### src/hw/rtl/tracker_url_stream_parser_top_defines.svh
// Assertion helpers shared by the parser RTL.
// Each macro expects clk and rst_n in scope.
`ifndef TRACKER_URL_STREAM_PARSER_TOP_DEFINES_SVH
`define TRACKER_URL_STREAM_PARSER_TOP_DEFINES_SVH

// Same-cycle implication, sampled at the rising edge, off during reset.
`define TUSP_ASSERT_NOW(label, ante, cons, msg) \
    label: assert property (@(posedge clk) disable iff (!rst_n) (ante) |-> (cons)) \
        else $error(msg);

// Next-cycle implication, sampled at the rising edge, off during reset.
`define TUSP_ASSERT_NEXT(label, ante, cons, msg) \
    label: assert property (@(posedge clk) disable iff (!rst_n) (ante) |=> (cons)) \
        else $error(msg);

`endif

### src/hw/rtl/tusp_pkg.sv
package tusp_pkg;

    // Parse phases: scheme match positions, then the URL sections
    localparam logic [3:0] PH_S0    = 4'd0;
    localparam logic [3:0] PH_H1    = 4'd1;
    localparam logic [3:0] PH_H2    = 4'd2;
    localparam logic [3:0] PH_H3    = 4'd3;
    localparam logic [3:0] PH_U1    = 4'd5;
    localparam logic [3:0] PH_U2    = 4'd6;
    localparam logic [3:0] PH_COLON = 4'd7;
    localparam logic [3:0] PH_SL1   = 4'd8;
    localparam logic [3:0] PH_SL2   = 4'd9;
    localparam logic [3:0] PH_HOST  = 4'd10;
    localparam logic [3:0] PH_PORT  = 4'd11;
    localparam logic [3:0] PH_PATH  = 4'd12;
    localparam logic [3:0] PH_REJ   = 4'd13;

    // Character classes
    localparam logic [2:0] CLS_SCHEME = 3'd0;
    localparam logic [2:0] CLS_HOST   = 3'd1;
    localparam logic [2:0] CLS_PORT   = 3'd2;
    localparam logic [2:0] CLS_PATH   = 3'd3;
    localparam logic [2:0] CLS_REJECT = 3'd4;

    // Protocol codes
    localparam logic [1:0] PROTO_NONE = 2'd0;
    localparam logic [1:0] PROTO_HTTP = 2'd1;
    localparam logic [1:0] PROTO_UDP  = 2'd2;

    // Port scan stages
    localparam logic [1:0] PST_LEAD = 2'd0;
    localparam logic [1:0] PST_NUM  = 2'd1;
    localparam logic [1:0] PST_STOP = 2'd2;

    // Character constants
    localparam logic [7:0] CH_H     = 8'h68;
    localparam logic [7:0] CH_T     = 8'h74;
    localparam logic [7:0] CH_P     = 8'h70;
    localparam logic [7:0] CH_U     = 8'h75;
    localparam logic [7:0] CH_D     = 8'h64;
    localparam logic [7:0] CH_COLON = 8'h3A;
    localparam logic [7:0] CH_SLASH = 8'h2F;
    localparam logic [7:0] CH_PLUS  = 8'h2B;
    localparam logic [7:0] CH_MINUS = 8'h2D;
    localparam logic [7:0] CH_SPACE = 8'h20;

    localparam logic [15:0] PORT_HTTP_DEF = 16'd80;
    localparam logic [15:0] PORT_UDP_DEF  = 16'd2710;
    localparam logic [16:0] PORT_SAT      = 17'h10000;

    // Control from the phase logic to the port scanner
    typedef struct packed {
        logic take;   // a byte is accepted this cycle
        logic feed;   // the byte is port text
        logic open;   // the byte is the ':' that opens the port
        logic clear;  // the byte closes the URL
    } port_ctl_t;

    // Port status after the current byte
    typedef struct packed {
        logic        explicit_port;
        logic        in_range;
        logic [15:0] value;
    } port_stat_t;

    // One result word
    typedef struct packed {
        logic [2:0]  char_class;
        logic        done_res;
        logic [1:0]  protocol;
        logic [15:0] port;
        logic        url_ok;
    } res_t;

endpackage

### src/hw/rtl/tusp_port_scan.sv
`include "tracker_url_stream_parser_top_defines.svh"

module tusp_port_scan
    import tusp_pkg::*;
(
    input  logic       clk,
    input  logic       rst_n,
    input  port_ctl_t  ctl,
    input  logic [7:0] ch,
    output port_stat_t stat
);

    logic [16:0] acc_reg;
    logic [16:0] acc_next;
    logic [1:0]  stage_reg;
    logic [1:0]  stage_next;
    logic        neg_reg;
    logic        neg_next;
    logic        expl_reg;
    logic        expl_next;
    logic [19:0] mac;
    logic        is_digit;
    logic        is_space;

    assign is_digit = (ch inside {[8'h30:8'h39]});
    assign is_space = (ch == CH_SPACE) || (ch inside {[8'h09:8'h0D]});

    // Multiply by ten and add the digit
    assign mac = {acc_reg, 3'b000} + {2'b00, acc_reg, 1'b0} + {16'd0, ch[3:0]};

    // Step the atoi scan by one byte
    always_comb
    begin
        acc_next   = acc_reg;
        stage_next = stage_reg;
        neg_next   = neg_reg;
        expl_next  = expl_reg | ctl.open;
        if (ctl.feed && (stage_reg == PST_LEAD || stage_reg == PST_NUM))
        begin
            if (is_digit)
            begin
                acc_next   = (mac >= {3'b000, PORT_SAT}) ? PORT_SAT : mac[16:0];
                stage_next = PST_NUM;
            end
            else if (stage_reg == PST_LEAD && is_space)
            begin
                stage_next = PST_LEAD;
            end
            else if (stage_reg == PST_LEAD && (ch == CH_PLUS || ch == CH_MINUS))
            begin
                neg_next   = (ch == CH_MINUS);
                stage_next = PST_NUM;
            end
            else
            begin
                stage_next = PST_STOP;
            end
        end
    end

    // Report status as it stands after this byte
    assign stat.explicit_port = expl_next;
    assign stat.in_range      = !acc_next[16] && (!neg_next || acc_next == 17'd0);
    assign stat.value         = acc_next[15:0];

    // Commit on accept, clear at the end of a URL
    always_ff @(posedge clk or negedge rst_n)
    begin
        if (!rst_n)
        begin
            acc_reg   <= '0;
            stage_reg <= PST_LEAD;
            neg_reg   <= 1'b0;
            expl_reg  <= 1'b0;
        end
        else if (ctl.take)
        begin
            if (ctl.clear)
            begin
                acc_reg   <= '0;
                stage_reg <= PST_LEAD;
                neg_reg   <= 1'b0;
                expl_reg  <= 1'b0;
            end
            else
            begin
                acc_reg   <= acc_next;
                stage_reg <= stage_next;
                neg_reg   <= neg_next;
                expl_reg  <= expl_next;
            end
        end
    end

    `TUSP_ASSERT_NOW(a_acc_sat, 1'b1, acc_reg <= PORT_SAT, "port accumulator above saturation")
    `TUSP_ASSERT_NOW(a_stage_code, 1'b1, stage_reg != 2'd3, "port scan stage corrupt")
    `TUSP_ASSERT_NEXT(a_clear, ctl.take && ctl.clear,
        acc_reg == 17'd0 && !expl_reg && !neg_reg, "port state not cleared after URL")

endmodule

### src/hw/rtl/tracker_url_stream_parser_top.sv
// Channel | Handshake              | Payload
// --------+------------------------+-------------------------------------------
// byte    | byte_valid, byte_stall | ch, last
// res     | res_valid, res_stall   | char_class, done_res, protocol, port, url_ok
//
// One byte is taken per cycle while byte_stall is low; its result is registered.
// Throughput is set by the single phase and port update done per byte.
// A two-entry output (result register plus skid) takes one more byte
// after res_stall rises; byte_stall is the skid's full flag.
// Reset clears the phase, the port scanner and both output entries.
`include "tracker_url_stream_parser_top_defines.svh"

module tracker_url_stream_parser_top
    import tusp_pkg::*;
(
    input  logic        clk,
    input  logic        rst_n,
    input  logic        byte_valid,
    output logic        byte_stall,
    input  logic [7:0]  ch,
    input  logic        last,
    output logic        res_valid,
    input  logic        res_stall,
    output logic [2:0]  char_class,
    output logic        done_res,
    output logic [1:0]  protocol,
    output logic [15:0] port,
    output logic        url_ok
);

    logic       at_start;
    logic [3:0] ph_reg;
    logic [3:0] ph_next;
    logic [1:0] proto_reg;
    logic [1:0] proto_next;
    logic       host_seen_reg;
    logic       host_seen_next;
    logic       path_seen_reg;
    logic       path_seen_next;
    logic [2:0] cls;
    logic [7:0] low;
    logic       take;
    logic       feed;
    logic       open;
    logic       closed_ok;
    port_ctl_t  pctl;
    port_stat_t pstat;
    res_t       res_new;
    res_t       res_reg;
    res_t       skid_reg;
    logic       res_valid_reg;
    logic       skid_valid_reg;

    assign at_start  = (ph_reg == PH_S0);
    assign take      = byte_valid && !skid_valid_reg;
    assign low       = (ch inside {[8'h41:8'h5A]}) ? ch + 8'd32 : ch;

    // Advance the phase for this word
    always_comb
    begin
        ph_next        = ph_reg;
        proto_next     = proto_reg;
        host_seen_next = host_seen_reg;
        path_seen_next = path_seen_reg;
        feed           = 1'b0;
        open           = 1'b0;
        cls            = CLS_REJECT;
        if (ph_reg < PH_HOST)
        begin
            ph_next = PH_REJ;
            case (ph_reg)
                PH_S0:
                begin
                    if (low == CH_H)
                        ph_next = PH_H1;
                    else if (low == CH_U)
                        ph_next = PH_U1;
                end
                PH_H1:    if (low == CH_T) ph_next = PH_H2;
                PH_H2:    if (low == CH_T) ph_next = PH_H3;
                PH_H3:
                begin
                    if (low == CH_P)
                    begin
                        ph_next    = PH_COLON;
                        proto_next = PROTO_HTTP;
                    end
                end
                PH_U1:    if (low == CH_D) ph_next = PH_U2;
                PH_U2:
                begin
                    if (low == CH_P)
                    begin
                        ph_next    = PH_COLON;
                        proto_next = PROTO_UDP;
                    end
                end
                PH_COLON: if (ch == CH_COLON) ph_next = PH_SL1;
                PH_SL1:   if (ch == CH_SLASH) ph_next = PH_SL2;
                PH_SL2:   if (ch == CH_SLASH) ph_next = PH_HOST;
                default:  ph_next = PH_REJ;
            endcase
            cls = (ph_next == PH_REJ) ? CLS_REJECT : CLS_SCHEME;
        end
        else if (ph_reg == PH_HOST)
        begin
            if (ch == CH_SLASH)
            begin
                ph_next        = PH_PATH;
                path_seen_next = 1'b1;
                cls            = CLS_PATH;
            end
            else if (ch == CH_COLON)
            begin
                ph_next = PH_PORT;
                open    = 1'b1;
                cls     = CLS_PORT;
            end
            else
            begin
                host_seen_next = 1'b1;
                cls            = CLS_HOST;
            end
        end
        else if (ph_reg == PH_PORT)
        begin
            if (ch == CH_SLASH)
            begin
                ph_next        = PH_PATH;
                path_seen_next = 1'b1;
                cls            = CLS_PATH;
            end
            else
            begin
                feed = 1'b1;
                cls  = CLS_PORT;
            end
        end
        else if (ph_reg == PH_PATH)
        begin
            cls = CLS_PATH;
        end
        else
        begin
            ph_next = PH_REJ;
        end
    end

    // Drive the port scanner
    assign pctl.take  = take;
    assign pctl.feed  = feed;
    assign pctl.open  = open;
    assign pctl.clear = last;

    tusp_port_scan u_port_scan
    (
        .clk   (clk),
        .rst_n (rst_n),
        .ctl   (pctl),
        .ch    (ch),
        .stat  (pstat)
    );

    // Build the result word, summary fields only on the closing word
    assign closed_ok = last && (ph_next >= PH_HOST) && (ph_next <= PH_PATH);

    always_comb
    begin
        res_new.char_class = cls;
        res_new.done_res   = last;
        res_new.protocol   = PROTO_NONE;
        res_new.port       = 16'd0;
        res_new.url_ok     = 1'b0;
        if (closed_ok)
        begin
            res_new.protocol = proto_next;
            if (pstat.explicit_port)
                res_new.port = pstat.in_range ? pstat.value : 16'd0;
            else
                res_new.port = (proto_next == PROTO_HTTP) ? PORT_HTTP_DEF : PORT_UDP_DEF;
            res_new.url_ok = host_seen_next
                && (!pstat.explicit_port || pstat.in_range)
                && (proto_next != PROTO_HTTP || path_seen_next);
        end
    end

    // Commit parse state, drop it all after the last word
    always_ff @(posedge clk or negedge rst_n)
    begin
        if (!rst_n)
        begin
            ph_reg        <= PH_S0;
            proto_reg     <= PROTO_NONE;
            host_seen_reg <= 1'b0;
            path_seen_reg <= 1'b0;
        end
        else if (take)
        begin
            if (last)
            begin
                ph_reg        <= PH_S0;
                proto_reg     <= PROTO_NONE;
                host_seen_reg <= 1'b0;
                path_seen_reg <= 1'b0;
            end
            else
            begin
                ph_reg        <= ph_next;
                proto_reg     <= proto_next;
                host_seen_reg <= host_seen_next;
                path_seen_reg <= path_seen_next;
            end
        end
    end

    // Output register with skid entry
    always_ff @(posedge clk or negedge rst_n)
    begin
        if (!rst_n)
        begin
            res_valid_reg  <= 1'b0;
            skid_valid_reg <= 1'b0;
        end
        else if (skid_valid_reg)
        begin
            if (!res_stall)
            begin
                skid_valid_reg <= 1'b0;
            end
        end
        else if (!res_valid_reg || !res_stall)
        begin
            res_valid_reg <= take;
        end
        else if (take)
        begin
            skid_valid_reg <= 1'b1;
        end
    end

    always_ff @(posedge clk)
    begin
        if (skid_valid_reg)
        begin
            if (!res_stall)
                res_reg <= skid_reg;
        end
        else if (!res_valid_reg || !res_stall)
        begin
            if (take)
                res_reg <= res_new;
        end
        else if (take)
        begin
            skid_reg <= res_new;
        end
    end

    assign byte_stall = skid_valid_reg;
    assign res_valid  = res_valid_reg;
    assign char_class = res_reg.char_class;
    assign done_res   = res_reg.done_res;
    assign protocol   = res_reg.protocol;
    assign port       = res_reg.port;
    assign url_ok     = res_reg.url_ok;

    `TUSP_ASSERT_NOW(a_skid_behind, skid_valid_reg, res_valid_reg,
        "skid entry full while result register empty")
    `TUSP_ASSERT_NOW(a_open_quiet, res_valid_reg && !res_reg.done_res,
        res_reg.protocol == PROTO_NONE && res_reg.port == 16'd0 && !res_reg.url_ok,
        "summary fields set on a word that does not close the URL")
    `TUSP_ASSERT_NOW(a_ok_proto, res_valid_reg && res_reg.url_ok,
        res_reg.done_res && res_reg.protocol != PROTO_NONE,
        "URL passed without a known protocol")
    `TUSP_ASSERT_NEXT(a_restart, take && last, at_start && proto_reg == PROTO_NONE,
        "parser not back at scheme start after last word")

endmodule
### config.mk
export PLATFORM = sky130hd
export DESIGN_NAME = tracker_url_stream_parser_top
export DESIGN_NICKNAME = d
export VERILOG_FILES = /design/src/hw/rtl/tusp_pkg.sv /design/src/hw/rtl/tusp_port_scan.sv /design/src/hw/rtl/tracker_url_stream_parser_top.sv
export VERILOG_INCLUDE_DIRS = /design/src /design/src/hw/rtl
export SDC_FILE = /design/constraint.sdc
export NUM_CORES = 1
export LEC_CHECK = 0
export ABC_AREA = 1
export BUFFER_PORTS_ARGS = -buffer_cell sky130_fd_sc_hd__buf_2
export CAP_MARGIN = 20
export CORE_AREA = 2 2 107 109
export CTS_BUF_LIST = sky130_fd_sc_hd__clkbuf_16
export DETAILED_ROUTE_END_ITERATION = 8
export DIE_AREA = 0 0 109 111
export PLACE_DENSITY_LB_ADDON = 0.25
export SYNTH_ARGS = -nofsm -noshare
export SYNTH_HDL_FRONTEND = slang
export SYNTH_SLANG_ARGS = --single-unit
export TNS_END_PERCENT = 20
### constraint.sdc
create_clock -name clk -period 3.6 [get_ports clk]
set_clock_uncertainty 0.15 [all_clocks]
set_input_delay 0.18 -clock clk [delete_from_list [all_inputs] [get_ports clk]]
set_output_delay 0.18 -clock clk [all_outputs]
set_load 0.02 [all_outputs]
==> results of run 1 <==
==> critical path: cells and delay by family (launching register included) <==
kind,cells,cell delay [ns]
DFF,1,0.39
and+or+nand+nor,18,1.59
adders and majority gates,2,0.82
AOI/OAI and AO/OA,1,0.20
buffers and inverters,2,0.15
==> routing by layer <==
| metal | share of wire (%) | vias to the layer above |
|---|---|---|
| li1 | - | 2761 |
| met2 | 48 | 151 |
| met4 | 1.3 | 0 |
| met1 | 46 | 2537 |
| met3 | 4.2 | 15 |
| met5 | 0 | - |
==> path summary, 6_finish.rpt <==
path / start / end / slack, ns
max in group asynchronous: rst_n / u_port_scan.acc_reg[3] / 2.50
worst max register to register: u_port_scan.acc_reg[0] / url_ok / 0.03
worst min register to register: u_port_scan.neg_reg / u_port_scan.neg_reg / 0.33
min in group asynchronous: rst_n / u_port_scan.acc_reg[15] / 0.29
worst min-delay path: ch[7] / u_port_scan.stage_reg[1] / 0.28
worst max-delay path: u_port_scan.acc_reg[0] / url_ok / 0.03
==> cell usage in the layout, fill, tap and decap left out, types with 6 or more instances in the layout <==
cell type,n
a21oi_1,25
buf_2,37
buf_4,36
clkbuf_16,9
dfrtp_1,28
edfxtp_1,46
ha_1,26
ha_4,6
inv_1,113
inv_2,15
nand2_1,196
nand2_2,35
nand2_4,7
nand3_1,34
nand3_2,18
nand4_1,20
nor2_1,78
nor2_2,13
nor3_1,8
o21ai_0,27
o21ai_2,10
o22ai_1,12
==> cells by family after synthesis <==
kind of cell | after synthesis | share of synthesized area (%)
buffers and inverters | 154 | 10.88
DFF | 77 | 36.13
and+or+nand+nor | 437 | 34.79
adders and majority gates | 37 | 8.005
xor gates and xnor gates | 6 | 0.8803
AOI/OAI and AO/OA | 94 | 9.325
==> cell type report <==
type | count | area [µm²] | area share, %
multi-input cells | 575 | 3470 | 48.20
flip-flops and latches | 77 | 2161 | 30.02
repair buffers | 81 | 559.3 | 7.770
inverters | 133 | 506.7 | 7.040
clock buffers | 9 | 225.2 | 3.129
well taps | 143 | 178.9 | 2.486
clock inverters | 7 | 97.59 | 1.356
==> what timing repair did <==
action                     CTS  global route
hold endpoints to repair    33             0
hold buffers                 3             0
setup endpoints to repair   24            34
gates resized for setup      9            71
gates cloned                 1             2
pin swaps                    3            34
setup buffers                1            13
==> metrics by stage <==
stage               instance area [µm²]  cells
floorplan                          5971    805
global route                       7198   1025
detailed placement                 6399    989
global placement                   6399    989
CTS                                6794   1010
finish                             7198   1025
==> power breakdown <==
| group | internal (mW) | switching (mW) | total [mW] |
|---|---|---|---|
| clock network | 0.610 | 0.365 | 0.975 |
| logic | 0.230 | 0.564 | 0.794 |
| registers | 1.08 | 0.0512 | 1.13 |
| total | 1.92 | 0.980 | 2.90 |
==> flow_metrics.py, run 1 <==
metrics = {
    "worst_setup_path": {
        "cp-end-kind": "flop",
        "cp_max_fo": 7,
        "arrival_ns": 3.51,
        "path_common_cell": "nand2_2",
        "critPathLaunchType": "flop",
        "r2r_cells": 23,
        "critical_path_class": "flop to flop",
        "path_cells": "inv_2, fa_1, fa_2, inv_2, nand2_2, nand2_2, nand3_2, nand2_2, nand2_2, nand3_2, nand2_2, nor2_4, nand3_4, o21bai_1, nor2_1, nand2_1, nor2_2, nand2_2, nand2_4, nand2_4, nand2_4, nand4_1, nand2_1",
        "critPathSlowestCell": "fa_1",
        "critPathRequiredTime_ns": 3.54,
        "max_stage_delay_ns": 0.46,
    },
    "grt": {
        "grt_pass1_vias": 5292,
        "grt_usage_pct": 25.49,
        "top_usage_layer": "met2",
        "grt_pass1_wl_mm": 24.74,
        "grt_use_met2_pct": 41.12,
        "grt_max_degree": 38,
        "met3_usage_pct": 3.351,
        "antenna_found_initial": 0,
        "grt_use_met1_pct": 35.62,
        "overflow": 0,
    },
    "sta": {
        "finalSetupViolCount": 0,
        "slew_violations": 0,
        "max-slew-margin-rel_pct": 45.67,
        "tns_ns": 0,
        "rsz0062_at_grt": "true",
        "timing.final.crit_share_pct": 99.12,
        "fmax_mhz": 280.2,
        "hold_viol": 0,
        "setup_slack_ns": 0.03168,
        "fin_crit_ns": 3.568,
        "tightest_slew_ns": 0.8127,
        "holdWs_ns": 0.2813,
    },
    "yosys": {
        "ys_top_cells_by_area": "edfxtp_1 23%, nand2_1 14%, dfrtp_1 13%",
        "async_flop_share_pct": 40.26,
        "yosysWarnings": 0,
        "synth_ff_type": "edfxtp_1",
        "synth.most_common_cell": "nand2_1",
        "synth_cell_types": 49,
        "synth_edf_count": 46,
        "avgSynthCellArea_um2": 7.417,
        "netlist_area_mm2": 0.005971,
        "yosysTopAreaCellShare_pct": 23.13,
        "synth_seq_cells": 77,
        "syn-instance-count": 805,
        "syn-num-nets": 855,
        "netlist_top_cells_count": "215 x nand2_1, 120 x inv_1, 81 x nor2_1",
        "synth_area_leader_cell": "edfxtp_1",
        "yosysSeqAreaShare_pct": 36.13,
    },
    "final_layout": {
        "layout-drive-gt1-share_pct": 26.08,
        "fillers": 961,
        "largest_reg_flops": 23,
        "n_antenna_cell": 0,
        "final_util_pct": 64.98,
        "nets": 927,
        "synthToLayoutAreaGrowth_pct": 20.56,
    },
    "drt": {
        "drt_iter0_markers": 384,
        "wl_per_cell_um": 14.61,
        "wirelength_mm": 14.98,
        "avgViaCountPerCell": 5.331,
        "final_antenna_net_count": 0,
        "drc_errors": 0,
        "vias": 5464,
        "firstDrtPassIters": 7,
    },
    "die": {
        "initial_core_util_pct": 53.90,
        "placeableCoreArea_mm2": 0.01108,
        "die_h_um": 111,
        "num_rows": 39,
        "die_area_mm2": 0.01210,
        "io_pins": 38,
        "die_x_um": 109,
    },
    "clocking": {
        "clkTransAtPathRegs_ns": 0.06,
        "cts.root.buffer_cell": "clkbuf_16",
        "htreeDepth": 3,
        "clk_latency_ns": 0.34,
        "clockBufferDepth": 2,
        "cts_buffers": 9,
        "cts_tree": "built",
        "clkSinkCount": 77,
    },
    "placement": {
        "post-place-ws_ns": -0.07425,
        "routabilityCongestion": 0.9101,
        "port_buffers": 37,
        "dpl.hpwl_mm": 11.14,
    },
    "run_status": {
        "status": "completed",
    },
    "power_and_ir_drop": {
        "p_per_area_mw_per_mm2": 402.8,
        "vdd_drop_max_mv": 0.4591,
        "totalPowerFinal_mw": 2.900,
        "p_leak_nw": 3.475,
    },
    "hold_path": {
        "hold_path_class": "primary input to flop",
        "whs_path_depth": 7,
    },
    "flow_run": {
        "cap_violations": 0,
    },
}
No activity file was read; power rests on OpenSTA's default activity.
==> run 2, diff against run 1 <==
- ABC_AREA: 1 -> default
- CORE_AREA: 2 2 107 109 -> 2 2 102 104
- DIE_AREA: 0 0 109 111 -> 0 0 104 106
- PLACE_DENSITY: default -> 0.73
- PLACE_DENSITY_LB_ADDON: 0.25 -> default
==> flow_metrics.py, run 2 <==
metrics = {
    "worst_setup_path": {
        "r2r-start": "u_port_scan.acc_reg[0]",
        "arrival_ns": 4.15,
        "r2r_cells": 12,
        "r2r-end": "port[4]",
        "cp-end-kind": "flop",
        "critPathLaunchType": "flop",
        "critPathRequiredTime_ns": 3.61,
        "cp_max_fo": 8,
        "critical_path_class": "flop to flop",
        "r2r_slack_ns": -0.54,
    },
    "sta": {
        "fin_crit_ns": 4.140,
        "finalSetupViolCount": 51,
        "rsz0062_at_grt": "true",
        "hold_viol": 0,
        "fmax_mhz": 241.6,
        "tightest_slew_ns": 0.9521,
        "holdWs_ns": 0.09310,
        "setup_slack_ns": -0.5398,
        "max-slew-margin-rel_pct": 36.52,
        "slew_violations": 0,
        "timing.final.crit_share_pct": 115.0,
    },
    "yosys": {
        "synth_area_leader_cell": "edfxtp_1",
        "yosysWarnings": 0,
        "syn-instance-count": 582,
        "synth_ff_type": "edfxtp_1",
        "netlist_top_cells_count": "65 x nand2_1, 46 x edfxtp_1, 45 x nor2_1",
        "yosysTopAreaCellShare_pct": 25.73,
        "avgSynthCellArea_um2": 9.225,
        "synth_seq_cells": 77,
        "synth_cell_types": 72,
        "ys_top_cells_by_area": "edfxtp_1 26%, dfrtp_1 14%, ha_1 8.2%",
        "syn-num-nets": 632,
        "async_flop_share_pct": 40.26,
        "netlist_area_mm2": 0.005369,
        "synth.most_common_cell": "nand2_1",
        "yosysSeqAreaShare_pct": 40.18,
        "synth_edf_count": 46,
    },
    "grt": {
        "grt_pass1_vias": 5025,
        "antenna_found_initial": 0,
        "grt_usage_pct": 28.88,
        "overflow": 0,
        "grt_max_degree": 32,
        "grt_pass1_wl_mm": 25.41,
    },
    "drt": {
        "vias": 5260,
        "drc_errors": 0,
        "final_antenna_net_count": 0,
        "drt_iter0_markers": 487,
        "wl_per_cell_um": 18.88,
        "avgViaCountPerCell": 6.307,
        "wirelength_mm": 15.75,
        "firstDrtPassIters": 5,
    },
    "die": {
        "die_h_um": 106,
        "num_rows": 37,
        "die_x_um": 104,
        "placeableCoreArea_mm2": 0.01000,
        "die_area_mm2": 0.01102,
        "initial_core_util_pct": 53.69,
        "io_pins": 38,
    },
    "hold_path": {
        "holdCritStartpoint": "last",
        "whs_path_depth": 2,
        "hold_path_class": "primary input to flop",
        "min_to": "u_port_scan.acc_reg[2]",
    },
    "clocking": {
        "clockBufferDepth": 2,
        "cts.root.buffer_cell": "clkbuf_16",
        "clk_latency_ns": 0.34,
        "cts_tree": "built",
        "clkSinkCount": 77,
        "clkTransAtPathRegs_ns": 0.06,
        "htreeDepth": 3,
        "cts_buffers": 9,
    },
    "final_layout": {
        "fillers": 759,
        "final_common_cell": "buf_4",
        "synthToLayoutAreaGrowth_pct": 29.08,
        "mostFrequentLayoutCells": "85 x buf_4, 65 x nand2_1, 46 x edfxtp_1",
        "nets": 743,
        "layout-drive-gt1-share_pct": 29.51,
        "layout.cells.non_filler": 834,
        "largest_reg_flops": 23,
        "n_antenna_cell": 0,
    },
    "power_and_ir_drop": {
        "vdd_drop_max_mv": 0.2619,
        "totalPowerFinal_mw": 3.039,
        "p_leak_nw": 2.906,
        "p_per_area_mw_per_mm2": 438.6,
    },
    "flow_run": {
        "cap_violations": 0,
    },
    "placement": {
        "placed_cells": 802,
        "routabilityCongestion": 0.9587,
        "dpl.hpwl_mm": 10.77,
        "port_buffers": 37,
    },
    "run_status": {
        "status": "complete, but fails checks",
        "failed_checks": "setup timing",
    },
}
run 2: per-layer routing:
metal	track usage [%]	wire [µm]	share of wire [%]	up-vias
met2	47.60	7416	47	253
met4	8.301	258	1.6	0
met1	39.49	7001	44	2528
met3	4.844	1073	6.8	25
li1	-	-	-	2454
met5	0	0	0	-
run 2: worst max-delay path, stage by stage (launching register included):
cell	delay (ns)
dfrtp_1	0.36
inv_2	0.05
fa_1	0.51
fa_2	0.39
nor2b_4	0.17
o2111ai_4	0.14
a2111oi_4	0.36
and3b_2	0.26
or3b_1	0.35
a2111o_2	0.60
nor3b_2	0.27
nor3_2	0.09
o31ai_2	0.24
run 2: cells by family after synthesis:
logic type,synth area share [%]
and+or+nand+nor,19.39
AOI/OAI and AO/OA,24.47
DFF,40.18
buffers and inverters,3.519
adders and majority gates,8.902
xor gates and xnor gates,2.284
muxes,1.258
run 2: worst max path at each step:
stage | startpoint | endpoint | depth (start not counted)
final | u_port_scan.acc_reg[0] | port[4] | 12
after global routing | u_port_scan.acc_reg[0] | port[4] | 12
after CTS | u_port_scan.acc_reg[2] | port[3] | 12
after detailed placement | u_port_scan.acc_reg[0] | port[3] | 13
after global placement | u_port_scan.acc_reg[0] | port[15] | 11
after floorplan | u_port_scan.acc_reg[2] | port[15] | 11
run 2: what timing repair did:
action | 4_1_cts | 5_1_grt
setup buffers | 8 | 4
cloned | 2 | 0
hold buffers | 2 | 0
pin swaps | 29 | 20
resized for setup | 39 | 26
setup endpoints to repair | 51 | 51
endpoints found under the hold margin | 33 | 0
run 2: power breakdown:
| part | switching [mW] | total, mW | internal, mW |
|---|---|---|---|
| clock network | 0.398 | 1.01 | 0.610 |
| logic | 0.559 | 0.912 | 0.354 |
| registers | 0.0576 | 1.12 | 1.06 |
| total | 1.01 | 3.04 | 2.03 |
run 2: through the flow:
step	setup TNS [ns]	setup WS [ns]	util, %	instance area, µm²
6_report	-14.12	-0.5398	69.31	6930
5_1_grt	-21.06	-0.6713	69.31	6930
4_1_cts	-9.579	-0.3016	67.87	6787
3_5_place_dp	-16.51	-0.5011	62.40	6240
3_3_place_gp	-12.36	-0.3535	62.40	6240
2_1_floorplan	-7.283	-0.2798	-	5418
run 2: area by class of cell:
class / count / area (µm²) / area share, %
repair buffers: 131 / 955.9 / 13.79
inverters: 17 / 63.81 / 0.9207
flip-flops and latches: 77 / 2157 / 31.12
multi-input cells: 457 / 3262 / 47.07
clock inverters: 7 / 96.34 / 1.390
clock buffers: 9 / 225.2 / 3.250
well taps: 136 / 170.2 / 2.455
